===== config.mk =====
export PLATFORM = sky130hd
export DESIGN_NAME = tccu_ctrl
export DESIGN_NICKNAME = d
export VERILOG_FILES = /design/src/tccu_pkg.sv /design/src/tccu_ctrl.sv
export SDC_FILE = /design/constraint.sdc
export NUM_CORES = 1
export LEC_CHECK = 0
export BUFFER_PORTS_ARGS = -buffer_cell sky130_fd_sc_hd__clkbuf_2
export CAP_MARGIN = 25
export CORE_AREA = 2 2 39 41
export DETAILED_ROUTE_END_ITERATION = 8
export DIE_AREA = 0 0 41 43
export SLEW_MARGIN = 25
export SYNTH_ARGS = -nofsm -noshare
export SYNTH_HDL_FRONTEND = slang
export SYNTH_SLANG_ARGS = --single-unit

===== constraint.sdc =====
create_clock -name clk -period 2.25 [get_ports clk]
set_clock_uncertainty 0.15 [all_clocks]
set_input_delay 0.1125 -clock clk [delete_from_list [all_inputs] [get_ports clk]]
set_output_delay 0.1125 -clock clk [all_outputs]
set_load 0.02 [all_outputs]

===== src/tccu_pkg.sv =====
// Shared types and constants for the text console cursor engine.
package tccu_pkg;

  // Field widths of the request and result payloads
  localparam int OP_W    = 2;
  localparam int CHAR_W  = 8;
  localparam int COL_W   = 7;
  localparam int ROW_W   = 5;
  localparam int POS_W   = 11;
  localparam int CELL_W  = 16;
  localparam int COLOR_W = 4;

  // Operation codes
  localparam logic [OP_W-1:0] OP_PUT   = 2'd0;
  localparam logic [OP_W-1:0] OP_CLEAR = 2'd1;
  localparam logic [OP_W-1:0] OP_MOVE  = 2'd2;
  localparam logic [OP_W-1:0] OP_READ  = 2'd3;

  // Character codes with special meaning
  localparam logic [CHAR_W-1:0] CH_BS       = 8'h08;
  localparam logic [CHAR_W-1:0] CH_TAB      = 8'h09;
  localparam logic [CHAR_W-1:0] CH_LF       = 8'h0a;
  localparam logic [CHAR_W-1:0] CH_CR       = 8'h0d;
  localparam logic [CHAR_W-1:0] CH_SPACE    = 8'h20;
  localparam logic [CHAR_W-1:0] CH_PRINT_HI = 8'h7f;

  // Configuration register indexes and reset values
  localparam int                 CFG_IDX_W = 1;
  localparam logic [CFG_IDX_W-1:0] CFG_BG  = 1'b0;
  localparam logic [CFG_IDX_W-1:0] CFG_FG  = 1'b1;
  localparam logic [COLOR_W-1:0] BG_RESET  = 4'd0;
  localparam logic [COLOR_W-1:0] FG_RESET  = 4'd15;

  // Commands from the controller to the datapath
  typedef struct packed {
    logic load;      // capture the accepted request
    logic exec;      // run the single-cycle part of the operation
    logic copy;      // one step of the scroll copy
    logic fill;      // write one blank cell
    logic out_load;  // load the result register
  } cmd_t;

  // Status from the datapath to the controller
  typedef struct packed {
    logic [OP_W-1:0] op;
    logic            scroll;     // put character runs past the last row
    logic            copy_last;  // every scroll read issued
    logic            fill_last;  // last cell of the fill
  } status_t;

endpackage


===== src/tccu_ctrl.sv =====
// Controller state machine of the text console cursor engine.
module tccu_ctrl (
  input  logic                clk,
  input  logic                rst_n,
  input  logic                in_valid,
  output logic                in_ready,
  output logic                out_valid,
  input  logic                out_ready,
  input  tccu_pkg::status_t   status,
  output tccu_pkg::cmd_t      cmd
);

  localparam logic [2:0] S_IDLE = 3'd0;
  localparam logic [2:0] S_EXEC = 3'd1;
  localparam logic [2:0] S_COPY = 3'd2;
  localparam logic [2:0] S_FILL = 3'd3;
  localparam logic [2:0] S_DONE = 3'd4;

  logic [2:0] state_r;
  logic [2:0] state_nxt;
  logic       out_valid_r;
  logic       out_valid_nxt;
  logic       out_free;

  assign out_free  = !out_valid_r || out_ready;
  assign in_ready  = (state_r == S_IDLE);
  assign out_valid = out_valid_r;

  // Decode state into commands and pick the next state
  always_comb begin
    cmd       = '0;
    state_nxt = state_r;
    case (state_r)
      S_IDLE: begin
        if (in_valid) begin
          cmd.load  = 1'b1;
          state_nxt = S_EXEC;
        end
      end
      S_EXEC: begin
        cmd.exec = 1'b1;
        if (status.op == tccu_pkg::OP_CLEAR) begin
          state_nxt = S_FILL;
        end else if (status.op == tccu_pkg::OP_PUT && status.scroll) begin
          state_nxt = S_COPY;
        end else begin
          state_nxt = S_DONE;
        end
      end
      S_COPY: begin
        cmd.copy = 1'b1;
        if (status.copy_last) begin
          state_nxt = S_FILL;
        end
      end
      S_FILL: begin
        cmd.fill = 1'b1;
        if (status.fill_last) begin
          state_nxt = S_DONE;
        end
      end
      S_DONE: begin
        if (out_free) begin
          cmd.out_load = 1'b1;
          state_nxt    = S_IDLE;
        end
      end
      default: begin
        state_nxt = S_IDLE;
      end
    endcase
  end

  // Hold the result valid until it is taken
  always_comb begin
    if (cmd.out_load) begin
      out_valid_nxt = 1'b1;
    end else if (out_ready) begin
      out_valid_nxt = 1'b0;
    end else begin
      out_valid_nxt = out_valid_r;
    end
  end

  always_ff @(posedge clk) begin
    if (!rst_n) begin
      state_r     <= S_IDLE;
      out_valid_r <= 1'b0;
    end else begin
      state_r     <= state_nxt;
      out_valid_r <= out_valid_nxt;
    end
  end

endmodule


==> summary.md <==
| Metric | Value |
|---|---|
| Clock buffer depth | 2 |
| Drc violations | 0 |
| H-Tree Depth | 1 |
| Setup WS pre-CTS | 0.8354 ns |
| Pwr Density | 980.5 mW/mm² |
| Port Buf Inserts | 15 |
| Initial detailed-routing violation count | 7 |
| DRT Pass-1 Iters | 4 |
| Count of standard-cell rows | 14 |
| CTS sink count | 4 |
| Worst r2r src | state_r[1] |
| Least-Margin Pin Slew | 0.3600 ns |
| Syn Nets | 52 |
| Fillers | 164 |
| Die H | 43 µm |
| Clock Latency Late Sink | 0.23 ns |
| Yosys warning count | 0 |
| Hold Path End | out_valid |
| Global-route wire length before repair | 1083 µm |
| Pwr Total | 390.1 µW |
| RD Place Congestion | 0.7621 |
| CTS resizes | 0 |
| Pins Over Slew Limit | 0 |
| WS Path Type | flip-flop to output port |
| Final WS setup | 0.7254 ns |
| Worst Hold Launch | rst_n |
| CTS tree | done |
| Final Setup Violations | 0 |
| Num CTS Buffers | 3 |
| Ports | 16 |
| Initial antenna violation count | 0 |
| Synth Instances | 43 |
| CP Launch Type | flip-flop |
| Crit end category | output port |
| Sequential fraction of the synthesis area | 26.02% |
| CP Cell Sequence | inv_1, nor3b_1, clkbuf_2 |
| Commonest non-fill, non-tap cell in the layout | clkbuf_2 |
| Crit path DAT | 1.26 ns |
| CP Launch Point | state_r[1] |
| Status | finished clean |
| GRT overflow | 0 |
| Post-Route Setup TNS | 0 ns |
| Avg WL per Cell | 8.671 µm |
| Required time of the critical path | 1.99 ns |
| ANT cells | 0 |
| Initial Util | 22.24% |
| Worst r2r path cells | 4 |
| Vias/cell | 4.479 |
| Die area | 0.001763 mm² |
| Layout cells sized above 1 | 33.33% |
| Flop2flop setup slack | 0.83 ns |
| DRT Wirelength | 633 µm |
| Crit Reg-Reg Endpoint | state_r[2] |
| CP Max Fanout | 10 |
| Most frequent cells in the layout | 15 x clkbuf_2, 5 x nor2_1, 5 x nand2_1 |
| Reported max-cap violation count | 0 |
| HP Class | primary input to flip-flop |
| Max incr delay on CP | 0.48 ns |
| Fin crit period | 1.525 ns |
| Hold buffer count at CTS | 0 |
| Via count | 327 |
| Unrepaired setup endpoints after global routing | no |
| FF+latch area | 80.08 µm² |
| Core area | 0.001384 mm² |
| GRT Overall Usage | 8.945% |
| Max IR drop VDD | 0.3650 mV |
| Register clock-pin slew on the reported worst setup and hold paths | 0.04 ns |
| Die W | 41 µm |
| Final Hold Viols | 0 |
| Multi-input gate area | 188.9 µm² |
| Area added between synthesis and finish | 29.27% |
| Peak Freq | 0.6559 GHz |
| DRT antenna net count | 0 |
| Crit share post-route | 67.76% |
| Worst hold path stage count | 2 |
| Slowest CP cell | dfxtp_1 |
| Mapped Area | 307.8 µm² |
| Flops & latches, synth | 4 |
| Post-DP HPWL | 498.8 µm |
| Synth cell types | 20 |
| Vias in the first global route | 301 |
| Final net count | 68 |
| CTS Root Cell | clkbuf_4 |
| Leakage | 0.1920 nW |
| Largest net degree at the start of global routing | 13 |
| Postcts setup bufs | 0 |
| Mean Syn Cell Area | 7.158 µm² |
| Worst rel slew slack | 75.97% |
==> metal layers <==
metal | up-vias | global-route usage, % | share of wire [%]
li1 | 173 | - | -
met1 | 143 | 12.26 | 49
met2 | 11 | 11.25 | 42
met3 | 0 | 6.283 | 8.5
met4 | 0 | 2.000 | 0
met5 | - | 0 | 0
==> power by group <==
| part | internal, mW | leakage, nW | total (mW) | switching, mW |
|---|---|---|---|---|
| Sequential | 0.0872 | 0.0327 | 0.125 | 0.0381 |
| Clock | 0.0594 | 0.0138 | 0.0847 | 0.0253 |
| Combinational | 0.0786 | 0.145 | 0.180 | 0.102 |
| Total | 0.225 | 0.192 | 0.390 | 0.165 |
==> Yosys cell counts (all sizes together) <==
cell / n / share of area, %
nand2b: 1 / 2.0
buf: 3 / 7.7
clkbuf: 1 / 1.2
nor3: 4 / 6.5
dfxtp: 4 / 26
o311ai: 1 / 2.8
a31oi: 2 / 4.1
nor2: 5 / 6.1
nor2b: 4 / 8.1
o21ai: 1 / 1.6
mux2i: 3 / 9.8
a21oi: 1 / 1.6
and2: 1 / 2.0
o22a: 1 / 3.3
o31ai: 1 / 2.4
nor3b: 2 / 4.9
nand2: 5 / 6.1
inv: 3 / 3.7
==> cells by family (layout without fill, tap and decap cells) <==
group | after synthesis | count (layout) | share of synthesized area [%]
muxes | 3 | 3 | 9.756
and+or+nand+nor | 22 | 22 | 35.77
buffers and inverters | 7 | 21 | 12.60
DFF | 4 | 4 | 26.02
AOI/OAI and AO/OA | 7 | 7 | 15.85
==> registers in the layout, summed over array words and instances (netlist names) <==
signal	cells
state_r	3
out_valid	1
==> area by class of cell <==
class | count | area share (%)
Tap cell | 16 | 5.031
Sequential cell | 4 | 20.13
Timing Repair Buffer | 15 | 18.87
Multi-Input combinational cell | 32 | 47.48
Clock buffer | 3 | 5.660
Inverter | 3 | 2.830
==> how the worst max path moves through the flow <==
stage                  to  slack, ns  depth (start not counted)
3_5_place_dp   state_r[2]       0.84                          4
3_3_place_gp   state_r[2]       0.84                          4
4_1_cts            cmd[1]       0.72                          3
5_1_grt            cmd[2]       0.58                          3
2_1_floorplan      cmd[4]       0.61                          3
6_report           cmd[1]       0.73                          3
==> worst max-delay path, delay by kind of cell, from the launching register on <==
| kind | cells | cell delay [ns] |
|---|---|---|
| simple gates | 1 | 0.21 |
| buf+inv | 2 | 0.34 |
| flops | 1 | 0.48 |
==> stage by stage <==
stage | hold WS [ns] | instances | area [µm²] | utilization [%]
finish | 0.02326 | 73 | 397.9 | 28.75
global route | 0.04825 | 73 | 397.9 | 28.75
CTS | 0.01830 | 73 | 397.9 | 28.75
detailed placement | 0.2658 | 70 | 375.4 | 27.12
global placement | 0.2782 | 70 | 375.4 | 27.12
floorplan | 0.09067 | 43 | 307.8 | -
(Power assumes the default switching activity.)
